## config.mk

```make
export PLATFORM = sky130hd
export DESIGN_NAME = listener_endpoint_match_table_top
export DESIGN_NICKNAME = d
export VERILOG_FILES = /design/src/lemt_pkg.sv /design/src/lemt_cell.sv /design/src/listener_endpoint_match_table_top.sv
export SDC_FILE = /design/constraint.sdc
export NUM_CORES = 2
export LEC_CHECK = 0
export BUFFER_PORTS_ARGS = -buffer_cell sky130_fd_sc_hd__buf_2
export CORE_MARGIN = 2
export CORE_UTILIZATION = 39
export DETAILED_ROUTE_END_ITERATION = 8
export PLACE_DENSITY = 0.57
export SYNTH_ARGS = -nofsm -noshare
export SYNTH_HDL_FRONTEND = slang
export SYNTH_SLANG_ARGS = --single-unit
```

## constraint.sdc

```tcl
create_clock -name aclk -period 9.3 [get_ports aclk]
set_input_delay 1.86 -clock aclk [delete_from_list [all_inputs] [get_ports aclk]]
set_output_delay 1.86 -clock aclk [all_outputs]
set_load 0.01 [all_outputs]
```

## src/lemt_pkg.sv

```systemverilog
// ----------------------------------------------------------------------------
// Listener endpoint match table - shared definitions
// Transaction types, request/response codes and the token that walks the
// cell chain.
// ----------------------------------------------------------------------------
package lemt_pkg;

    // Default number of table slots
    localparam int TABLE_DEPTH_DEF = 16;

    // Fixed field widths
    localparam int REQ_TYPE_W   = 3;
    localparam int ADDR_W       = 32;
    localparam int PORT_W       = 16;
    localparam int IFACE_W      = 8;
    localparam int HANDLE_W     = 16;
    localparam int STATUS_W     = 2;
    localparam int SLOT_IDX_W   = 4;

    // Request codes
    localparam logic [REQ_TYPE_W-1:0] REQ_INSERT   = 3'd0;
    localparam logic [REQ_TYPE_W-1:0] REQ_REMOVE   = 3'd1;
    localparam logic [REQ_TYPE_W-1:0] REQ_LOOKUP   = 3'd2;
    localparam logic [REQ_TYPE_W-1:0] REQ_CONFLICT = 3'd3;
    localparam logic [REQ_TYPE_W-1:0] REQ_PORT_USE = 3'd4;

    // Response status codes
    localparam logic [STATUS_W-1:0] STAT_OK     = 2'd0;
    localparam logic [STATUS_W-1:0] STAT_IN_USE = 2'd1;
    localparam logic [STATUS_W-1:0] STAT_FULL   = 2'd2;
    localparam logic [STATUS_W-1:0] STAT_MISS   = 2'd3;

    // Request transaction
    typedef struct packed {
        logic [REQ_TYPE_W-1:0] req_type;
        logic [ADDR_W-1:0]     ip_addr;
        logic [PORT_W-1:0]     port_num;
        logic [IFACE_W-1:0]    iface_id;
        logic                  reuse_flag;
        logic [HANDLE_W-1:0]   owner_handle;
    } req_t;

    // Response transaction
    typedef struct packed {
        logic [STATUS_W-1:0]   status;
        logic [SLOT_IDX_W-1:0] slot_index;
        logic [HANDLE_W-1:0]   found_handle;
    } rsp_t;

    // Token passed from cell to cell; slot indexes travel beside it
    typedef struct packed {
        req_t                req;
        logic                ans_found;    // first-match answer taken
        logic                alt_found;    // free slot / wildcard seen
        logic [HANDLE_W-1:0] found_handle;
    } tok_t;

    // Controller states
    typedef enum logic [1:0] {
        S_IDLE,
        S_SCAN,
        S_HOLD
    } state_t;

endpackage

```

## src/lemt_cell.sv

```systemverilog
// ----------------------------------------------------------------------------
// Listener endpoint match table - slot cell
// Holds one table slot, evaluates the passing token against it and hands the
// token on to the next cell through its token register.
// ----------------------------------------------------------------------------
module lemt_cell #(
    parameter int IDX_W    = 4,
    parameter int CELL_IDX = 0
) (
    input  logic               aclk,
    input  logic               aresetn,
    input  logic               tok_vld_i,
    input  lemt_pkg::tok_t     tok_i,
    input  logic [IDX_W-1:0]   ans_idx_i,
    input  logic [IDX_W-1:0]   alt_idx_i,
    output logic               tok_vld_o,
    output lemt_pkg::tok_t     tok_o,
    output logic [IDX_W-1:0]   ans_idx_o,
    output logic [IDX_W-1:0]   alt_idx_o,
    input  logic               commit_en_i,
    input  logic [IDX_W-1:0]   commit_idx_i,
    input  lemt_pkg::req_t     commit_data_i
);
    import lemt_pkg::*;

    localparam logic [IDX_W-1:0] MY_IDX = IDX_W'(CELL_IDX);

    // Slot storage
    logic                valid_reg, valid_next;
    logic [ADDR_W-1:0]   addr_reg;
    logic [PORT_W-1:0]   port_reg;
    logic [IFACE_W-1:0]  iface_reg;
    logic                reuse_reg;
    logic [HANDLE_W-1:0] handle_reg;

    // Token stage
    logic             tok_vld_reg;
    tok_t             tok_reg, tok_next;
    logic [IDX_W-1:0] ans_idx_reg, ans_idx_next;
    logic [IDX_W-1:0] alt_idx_reg, alt_idx_next;

    logic port_eq, addr_eq, iface_ok, iface_any, conflict, commit_hit;

    // Compare the slot against the request
    always_comb begin
        port_eq   = port_reg == tok_i.req.port_num;
        addr_eq   = addr_reg == tok_i.req.ip_addr;
        iface_ok  = (iface_reg == '0) || (tok_i.req.iface_id == '0) ||
                    (iface_reg == tok_i.req.iface_id);
        iface_any = (iface_reg == '0) || (iface_reg == tok_i.req.iface_id);
        conflict  = valid_reg && port_eq && iface_ok &&
                    (addr_eq ||
                     (((addr_reg == '0) || (tok_i.req.ip_addr == '0)) &&
                      !(reuse_reg && tok_i.req.reuse_flag)));
    end

    // Token update and slot release
    always_comb begin
        tok_next     = tok_i;
        ans_idx_next = ans_idx_i;
        alt_idx_next = alt_idx_i;
        valid_next   = valid_reg;
        if (tok_vld_i) begin
            case (tok_i.req.req_type)
                REQ_INSERT: begin
                    if (!tok_i.ans_found && conflict) begin
                        tok_next.ans_found = 1'b1;
                        ans_idx_next       = MY_IDX;
                    end
                    if (!tok_i.alt_found && !valid_reg) begin
                        tok_next.alt_found = 1'b1;
                        alt_idx_next       = MY_IDX;
                    end
                end
                REQ_REMOVE: begin
                    if (!tok_i.ans_found && valid_reg &&
                        handle_reg == tok_i.req.owner_handle) begin
                        tok_next.ans_found = 1'b1;
                        ans_idx_next       = MY_IDX;
                        valid_next         = 1'b0;
                    end
                end
                REQ_LOOKUP: begin
                    if (!tok_i.ans_found && valid_reg && port_eq && iface_any) begin
                        if (addr_eq) begin
                            tok_next.ans_found    = 1'b1;
                            tok_next.found_handle = handle_reg;
                            ans_idx_next          = MY_IDX;
                        end else if (addr_reg == '0) begin
                            // later wildcard replaces an earlier one
                            tok_next.alt_found    = 1'b1;
                            tok_next.found_handle = handle_reg;
                            alt_idx_next          = MY_IDX;
                        end
                    end
                end
                REQ_CONFLICT: begin
                    if (!tok_i.ans_found && conflict) begin
                        tok_next.ans_found = 1'b1;
                        ans_idx_next       = MY_IDX;
                    end
                end
                REQ_PORT_USE: begin
                    if (!tok_i.ans_found && valid_reg && port_eq) begin
                        tok_next.ans_found = 1'b1;
                        ans_idx_next       = MY_IDX;
                    end
                end
                default: begin
                end
            endcase
        end
    end

    assign commit_hit = commit_en_i && (commit_idx_i == MY_IDX);

    // Control registers
    always_ff @(posedge aclk) begin
        if (!aresetn) begin
            valid_reg   <= 1'b0;
            tok_vld_reg <= 1'b0;
        end else begin
            valid_reg   <= commit_hit ? 1'b1 : valid_next;
            tok_vld_reg <= tok_vld_i;
        end
    end

    // Slot payload and token payload
    always_ff @(posedge aclk) begin
        tok_reg     <= tok_next;
        ans_idx_reg <= ans_idx_next;
        alt_idx_reg <= alt_idx_next;
        if (commit_hit) begin
            addr_reg   <= commit_data_i.ip_addr;
            port_reg   <= commit_data_i.port_num;
            iface_reg  <= commit_data_i.iface_id;
            reuse_reg  <= commit_data_i.reuse_flag;
            handle_reg <= commit_data_i.owner_handle;
        end
    end

    assign tok_vld_o = tok_vld_reg;
    assign tok_o     = tok_reg;
    assign ans_idx_o = ans_idx_reg;
    assign alt_idx_o = alt_idx_reg;

endmodule

```

## src/listener_endpoint_match_table_top.sv

```systemverilog
// ----------------------------------------------------------------------------
// Listener endpoint match table - top level
// Table of listening endpoints with insert, remove, lookup and queries.
// ----------------------------------------------------------------------------
// Each slot lives in its own cell; a request enters the first cell on
// acceptance and moves one cell per clock, and the input takes the next
// request once the request has left the last cell and its result has gone
// to the output register. One request is in the chain at a time. An insert
// is written into its free slot as the request leaves the last cell. The
// result sits in an output register and a second holding register, so a new
// request is taken while a result waits in the output register, but not
// while one waits in the holding register. All slots are empty after reset.
module listener_endpoint_match_table_top #(
    parameter int TABLE_DEPTH = lemt_pkg::TABLE_DEPTH_DEF
) (
    input  logic           aclk,
    input  logic           aresetn,
    input  logic           s_valid,
    output logic           s_ready,
    input  lemt_pkg::req_t s_data,
    output logic           m_valid,
    input  logic           m_ready,
    output lemt_pkg::rsp_t m_data
);
    import lemt_pkg::*;

    localparam int IDX_W = (TABLE_DEPTH > 1) ? $clog2(TABLE_DEPTH) : 1;

    // Chain wiring: element i feeds cell i, element TABLE_DEPTH is the tail
    logic             tok_vld [TABLE_DEPTH+1];
    tok_t             tok     [TABLE_DEPTH+1];
    logic [IDX_W-1:0] ans_idx [TABLE_DEPTH+1];
    logic [IDX_W-1:0] alt_idx [TABLE_DEPTH+1];
    logic [TABLE_DEPTH-1:0] busy_vec;

    state_t state_reg, state_next;
    logic   m_valid_reg, m_valid_next;
    rsp_t   m_data_reg, m_data_next;
    rsp_t   pend_reg, pend_next;
    rsp_t   rsp_c;
    logic   commit_en, commit_ok;
    tok_t   tail;

    // Chain entry
    always_comb begin
        tok_vld[0]              = s_valid && s_ready;
        tok[0].req              = s_data;
        tok[0].ans_found        = 1'b0;
        tok[0].alt_found        = 1'b0;
        tok[0].found_handle     = '0;
        ans_idx[0]              = '0;
        alt_idx[0]              = '0;
    end

    // Cell chain
    for (genvar i = 0; i < TABLE_DEPTH; i++) begin : g_cell
        lemt_cell #(
            .IDX_W    (IDX_W),
            .CELL_IDX (i)
        ) u_cell (
            .aclk          (aclk),
            .aresetn       (aresetn),
            .tok_vld_i     (tok_vld[i]),
            .tok_i         (tok[i]),
            .ans_idx_i     (ans_idx[i]),
            .alt_idx_i     (alt_idx[i]),
            .tok_vld_o     (tok_vld[i+1]),
            .tok_o         (tok[i+1]),
            .ans_idx_o     (ans_idx[i+1]),
            .alt_idx_o     (alt_idx[i+1]),
            .commit_en_i   (commit_en),
            .commit_idx_i  (alt_idx[TABLE_DEPTH]),
            .commit_data_i (tail.req)
        );
        assign busy_vec[i] = tok_vld[i+1];
    end

    assign tail = tok[TABLE_DEPTH];

    // Response from the token leaving the last cell
    always_comb begin
        rsp_c.status       = STAT_MISS;
        rsp_c.slot_index   = '0;
        rsp_c.found_handle = '0;
        commit_ok          = 1'b0;
        case (tail.req.req_type)
            REQ_INSERT: begin
                if (tail.ans_found) begin
                    rsp_c.status     = STAT_IN_USE;
                    rsp_c.slot_index = SLOT_IDX_W'(ans_idx[TABLE_DEPTH]);
                end else if (tail.alt_found) begin
                    rsp_c.status     = STAT_OK;
                    rsp_c.slot_index = SLOT_IDX_W'(alt_idx[TABLE_DEPTH]);
                    commit_ok        = 1'b1;
                end else begin
                    rsp_c.status     = STAT_FULL;
                end
            end
            REQ_REMOVE: begin
                if (tail.ans_found) begin
                    rsp_c.status     = STAT_OK;
                    rsp_c.slot_index = SLOT_IDX_W'(ans_idx[TABLE_DEPTH]);
                end
            end
            REQ_LOOKUP: begin
                if (tail.ans_found) begin
                    rsp_c.status       = STAT_OK;
                    rsp_c.slot_index   = SLOT_IDX_W'(ans_idx[TABLE_DEPTH]);
                    rsp_c.found_handle = tail.found_handle;
                end else if (tail.alt_found) begin
                    rsp_c.status       = STAT_OK;
                    rsp_c.slot_index   = SLOT_IDX_W'(alt_idx[TABLE_DEPTH]);
                    rsp_c.found_handle = tail.found_handle;
                end
            end
            REQ_CONFLICT, REQ_PORT_USE: begin
                if (tail.ans_found) begin
                    rsp_c.status     = STAT_IN_USE;
                    rsp_c.slot_index = SLOT_IDX_W'(ans_idx[TABLE_DEPTH]);
                end else begin
                    rsp_c.status     = STAT_OK;
                end
            end
            default: begin
            end
        endcase
    end

    // Controller: next state and output register
    always_comb begin
        state_next   = state_reg;
        m_valid_next = m_valid_reg;
        m_data_next  = m_data_reg;
        pend_next    = pend_reg;
        commit_en    = 1'b0;
        if (m_valid_reg && m_ready) begin
            m_valid_next = 1'b0;
        end
        case (state_reg)
            S_IDLE: begin
                if (s_valid) begin
                    state_next = S_SCAN;
                end
            end
            S_SCAN: begin
                if (tok_vld[TABLE_DEPTH]) begin
                    commit_en = commit_ok;
                    if (!m_valid_reg || m_ready) begin
                        m_valid_next = 1'b1;
                        m_data_next  = rsp_c;
                        state_next   = S_IDLE;
                    end else begin
                        pend_next  = rsp_c;
                        state_next = S_HOLD;
                    end
                end
            end
            S_HOLD: begin
                if (m_ready) begin
                    m_valid_next = 1'b1;
                    m_data_next  = pend_reg;
                    state_next   = S_IDLE;
                end
            end
            default: begin
                state_next = S_IDLE;
            end
        endcase
    end

    // Control registers
    always_ff @(posedge aclk) begin
        if (!aresetn) begin
            state_reg   <= S_IDLE;
            m_valid_reg <= 1'b0;
        end else begin
            state_reg   <= state_next;
            m_valid_reg <= m_valid_next;
        end
    end

    // Result payload registers
    always_ff @(posedge aclk) begin
        m_data_reg <= m_data_next;
        pend_reg   <= pend_next;
    end

    // No request is taken while reset is held
    assign s_ready = (state_reg == S_IDLE) && aresetn;
    assign m_valid = m_valid_reg;
    assign m_data  = m_data_reg;

    // An accepted request always starts a scan
    a_accept_scan: assert property (@(posedge aclk) disable iff (!aresetn)
        s_valid && s_ready |=> state_reg == S_SCAN)
        else $error("accepted request did not start a scan");

    // At most one request travels the chain
    a_one_token: assert property (@(posedge aclk) disable iff (!aresetn)
        $countones(busy_vec) <= 1)
        else $error("more than one request in the cell chain");

    // No request in flight while idle
    a_idle_empty: assert property (@(posedge aclk) disable iff (!aresetn)
        state_reg == S_IDLE |-> busy_vec == '0)
        else $error("request in chain while idle");

    // A held result only exists behind a pending output
    a_hold_out: assert property (@(posedge aclk) disable iff (!aresetn)
        state_reg == S_HOLD |-> m_valid_reg)
        else $error("holding a result with empty output register");

    // Slot writes only come from a successful insert
    a_commit_insert: assert property (@(posedge aclk) disable iff (!aresetn)
        commit_en |-> tok_vld[TABLE_DEPTH] && tail.req.req_type == REQ_INSERT &&
                      !tail.ans_found)
        else $error("slot write without a successful insert");

endmodule
```

# Word level (Yosys, flattened, before mapping)
# Cells that the tools add are included.
# totals
inputBits	80
regBits	2871
word_cells	1443
# classes
muxes	492
n_bitwise	1
eq_ne	153
n_reduce_logical	503
# op_table
cell	count
$logic_not A32 Y1	32
$mux W4	158
$mux W18	31
$eq A16 B16 Y1	32
$eq A32 B32 Y1	16
$mux W16	32
$mux W17	16
$logic_not A8 Y1	32
$pmux W4 S4	15
$logic_and A1 B1 Y1	191
$mux W1	177
$eq A8 B8 Y1	16
$pmux W4 S2	15
$mux W22	5
$eq A3 B2 Y1 const B	34
$reduce_bool A2 Y1	49
$logic_or A1 B1 Y1	81
$pmux W1 S4	16
$logic_not A1 Y1	62
$reduce_and A3 Y1	19
$eq A3 B1 Y1 const B	17
$eq A3 B3 Y1 const B	17
$logic_not A3 Y1	17
$pmux W22 S2	1
18 further kinds	68

# Longest topological paths before layout
# depth
depth_word	9
mapped_depth	10
mapped_depth_nobuf	8

# Cells and area by module
# Synthesis repeated with hierarchy kept, for this count alone.
# unflattened
hier_cells	6340
area_unflattened_um2	96102.2
# by_module_without_submodules
mod	area_each_um2	cells_each	seq_area_each_um2	n_inst
lemt_cell (g_cell[12].u_cell ...)	5765.5	367	4274.1	3
lemt_cell (g_cell[10].u_cell ...)	5913.2	391	4274.1	2
lemt_cell (g_cell[13].u_cell ...)	5851.9	381	4274.1	2
lemt_cell (g_cell[1].u_cell)	6085.8	419	4274.1	1
lemt_cell (g_cell[8].u_cell)	6014.5	408	4274.1	1
lemt_cell (g_cell[2].u_cell)	6004.5	407	4274.1	1
lemt_cell (g_cell[3].u_cell)	5935.7	393	4274.1	1
lemt_cell (g_cell[0].u_cell)	5855.6	381	4274.1	1
lemt_cell (g_cell[4].u_cell)	5854.4	380	4274.1	1
lemt_cell (g_cell[15].u_cell)	5830.6	377	4274.1	1
lemt_cell (g_cell[11].u_cell)	5801.8	375	4274.1	1
lemt_cell (g_cell[7].u_cell)	5688.0	359	4274.1	1
listener_endpoint_match_table_top	2204.6	196	1381.3	1

# Least setup slack after synthesis
# No wires, ideal clock.
# synth_path
path_kind	register to register
start	register g_cell[15].u_cell.tok_reg (netlist bit g_cell[15].u_cell.tok_o[91])
end	register g_cell[3].u_cell.addr_reg[0] (enable)
slack_ps	2542
setup_time_ps	596
n_path_buf	1
arrival_time_ps	6162
t_required_ps	8704
path_stages_with_launch	8
cell_sequence	dfxtp_1 > clkbuf_1 > nor2_1 > nand3b_1 > nor2_1 > nand2_1 > or2_2 > nor3_1
# synth_via
elab_chain_cells	5
# synth_rtl
element	line	source
from (decl)	lemt_cell.sv:38	tok_t tok_reg, tok_next;
from (signal assigned)	lemt_cell.sv:130	tok_reg <= tok_next;
$logic_not A3 Y1	listener_endpoint_match_table_top.sv:86	case (tail.req.req_type)
$mux W1	listener_endpoint_match_table_top.sv:86	
$mux W1	listener_endpoint_match_table_top.sv:146	if (tok_vld[TABLE_DEPTH]) begin
$mux W1	listener_endpoint_match_table_top.sv:139	case (state_reg)
$logic_and A1 B1 Y1	lemt_cell.sv:115	assign commit_hit = commit_en_i && (commit_idx_i == MY_IDX);
named net g_cell[3].u_cell.commit_hit	lemt_cell.sv:42	logic port_eq, addr_eq, iface_ok, iface_any, conflict, commit_hit;
to (signal assigned)	lemt_cell.sv:134	addr_reg <= commit_data_i.ip_addr;
to (decl)	lemt_cell.sv:30	logic [ADDR_W-1:0] addr_reg;
# The timed path passes the listed nets, and every way through them passes these cells.
# A chain may end at the register's enable or synchronous reset.

# Worst setup path after layout
# layout_path
start	input port aresetn
end	output port s_ready
# layout_via
elab_chain_cells	1
# layout_rtl
element	line	source
from (decl)	listener_endpoint_match_table_top.sv:17	input logic aresetn,
$logic_and A1 B1 Y1	listener_endpoint_match_table_top.sv:189	assign s_ready = (state_reg == S_IDLE) && aresetn;
to (decl)	listener_endpoint_match_table_top.sv:19	output logic s_ready,
# Every way passes these cells.

==> impl_metrics.toml <==
[clock_network]
cts_root_buffer = "clkbuf_16"
clock_latency_ns = 0.92
holdBufCountCts = 0
cts_tree = "done"
clockBufferDepth = 4
htreeDepth = 5
clkTransAtPathRegs_ns = 0.06
numCtsBuffers = 306
ctsResizeCount = 0
post_cts_buffers = 0
cts.sinks = 2849

[global_route]
antenna_found_initial = 5
grt_max_degree = 75
grtUsageTotal = 0.176
grt_overflow = 0
grt_pass1_wl_mm = 320
grt_pass1_vias = 49700

[cells_and_area]
drive_gt1_frac = 0.139
nFillCells = 20600
postLayoutCoreUtil = 0.455
largest_reg_flops = 1504
seq_area_um2 = 69200
stdcell_area_um2 = 107000
area_growth_pct = 16.0
fin_nets = 6503
multi_input_area_um2 = 23100

[floorplanning]
die-area_um2 = 241000
die_y_um = 491
die_w_um = 491
ios = 104
start_util = 0.392
core_um2 = 235000
row_count = 178

[route]
drc = 0
wl_per_cell_um = 22.0
first_pass_iters = 5
ant_nets = 0
drt-initial-drc-count = 3292
drt-total-wl_mm = 216
viasPerCell = 4.85
vias = 47600

[timing]
skew_ns = 0.0498
final.min_clock_period_ns = 4.70
max_slew_margin = 0.186
worstMarginPinSlew_ns = 1.21
rsz0062_at_grt = "false"
holdWs_ns = 0.344
fmax_ghz = 0.213
finalCritPeriodShare = 0.506
setup_viol = 0
finalMaxSlewViolations = 0
fin_tns_setup_ns = 0
hold_viol = 0

[min_path]
hold_class = "flip-flop to flip-flop"

[yosys]
synth_seq_area_share = 0.749
synth_nets = 6070
syn_avg_cell_area_um2 = 15.4
synth-edff-count = 1212
synthCells = 5987
synth_most_common_cell = "dfxtp_1"
synth_common_cells = "1,637 x dfxtp_1, 1,212 x edfxtp_1, 872 x xnor2_1"
yosysTopAreaCell = "edfxtp_1"
synth_top_area_share = 0.394
ys_types = 83
synthFlopType = "dfxtp_1"
synthArstFlopShare = 0
synth_warnings = 0
synth_area_leaders = "edfxtp_1 39%, dfxtp_1 35%, xnor2_1 8.3%"
synth.ff_latch_count = 2849
synth_area_um2 = 92400

[power_and_ir_drop]
ir_drop_mv = 0.188
powerDensity_nw_per_um2 = 242
p_leak_nw = 37.0

[placed_design]
gp_congestion = 0.902
io_buffers = 103
dp_hpwl_mm = 161
dpl-instance-area_um2 = 97300

[worst_setup_path]
criticalPathCategory = "input pin to primary output"
crit_path_end_kind = "primary output"
cpPeakStageDelay_ns = 0.59
crit_chain = "buf_2 > and2_1 > buf_2"
cp_common_cell = "buf_2"
worst-path-max-fanout = 35
path_buf_inv = 2
worstPathRequired_ns = 7.44
cp.arrival_ns = 2.84
critPathLaunchType = "input pin"
slowest_stage = "buf_2"
crit_family = "buffers and inverters"

[run_status]
status = "complete, no violations"

[run]
maxCapViolCount = 0
==> layout by cell type (no fill, tap or decap), drive strengths merged, types with 52 or more instances in the layout <==
cell,instances
nand2,132
nor2,134
inv,52
edfxtp,1212
nand4,302
xnor2,872
nor4,435
and2,81
xor2,288
clkbuf,434
buf,163
clkinv,74
o21ai,67
nand2b,60
mux2,262
dfxtp,1637
==> per-stage QoR <==
stage	std cells	power [mW]	setup WS, ns
after floorplan	5987	14.1	2.54
after global placement	9262	14.4	4.46
after detailed placement	9262	14.4	4.44
after CTS	9802	26.2	4.60
after global routing	9803	26.8	4.50
final	9808	25.9	4.60
==> final timing paths <==
path / cells past startpoint / slack, ns / start / endpoint
max: 3 / 4.60 / aresetn / s_ready
min: 0 / 0.34 / g_cell[11].u_cell.tok_o[53]$_DFF_P_ / g_cell[12].u_cell.tok_o[53]$_DFF_P_
max reg2reg: 6 / 5.74 / g_cell[15].u_cell.tok_o[91]$_DFF_P_ / g_cell[13].u_cell.addr_reg[27]$_DFFE_PP_
min reg2reg: 0 / 0.34 / g_cell[11].u_cell.tok_o[53]$_DFF_P_ / g_cell[12].u_cell.tok_o[53]$_DFF_P_
==> area by class of cell <==
class	count	area share
Tap cell	3150	0.0368
Sequential cell	2849	0.646
Inverter	45	0.00158
Timing Repair Buffer	163	0.00901
Multi-Input combinational cell	3055	0.215
Antenna cell	6	0.000140
Clock buffer	434	0.0821
Clock inverter	106	0.00965
==> cell families after synthesis <==
logic type                 Yosys count  synth area share
xor gates and xnor gates          1160             0.110
AOI/OAI and AO/OA                  250            0.0178
muxes                              265            0.0327
adders and majority gates            4          0.000515
and+or+nand+nor                   1376            0.0868
DFF                               2849             0.749
buffers and inverters               83           0.00366
==> per-layer routing <==
layer	vias up	wire length, um	GRT usage
met5	-	0	0
met4	0	9120	0.0765
met3	434	9330	0.0285
met2	1171	102000	0.291
met1	23300	96000	0.230
li1	22800	-	-
==> power by group <==
| part | internal [mW] | total, mW | switching (mW) |
|---|---|---|---|
| Combinational | 0.217 | 0.492 | 0.274 |
| Clock | 7.07 | 11.7 | 4.65 |
| Sequential | 13.3 | 13.7 | 0.353 |
Note: power is estimated with default switching activity, not from simulation.
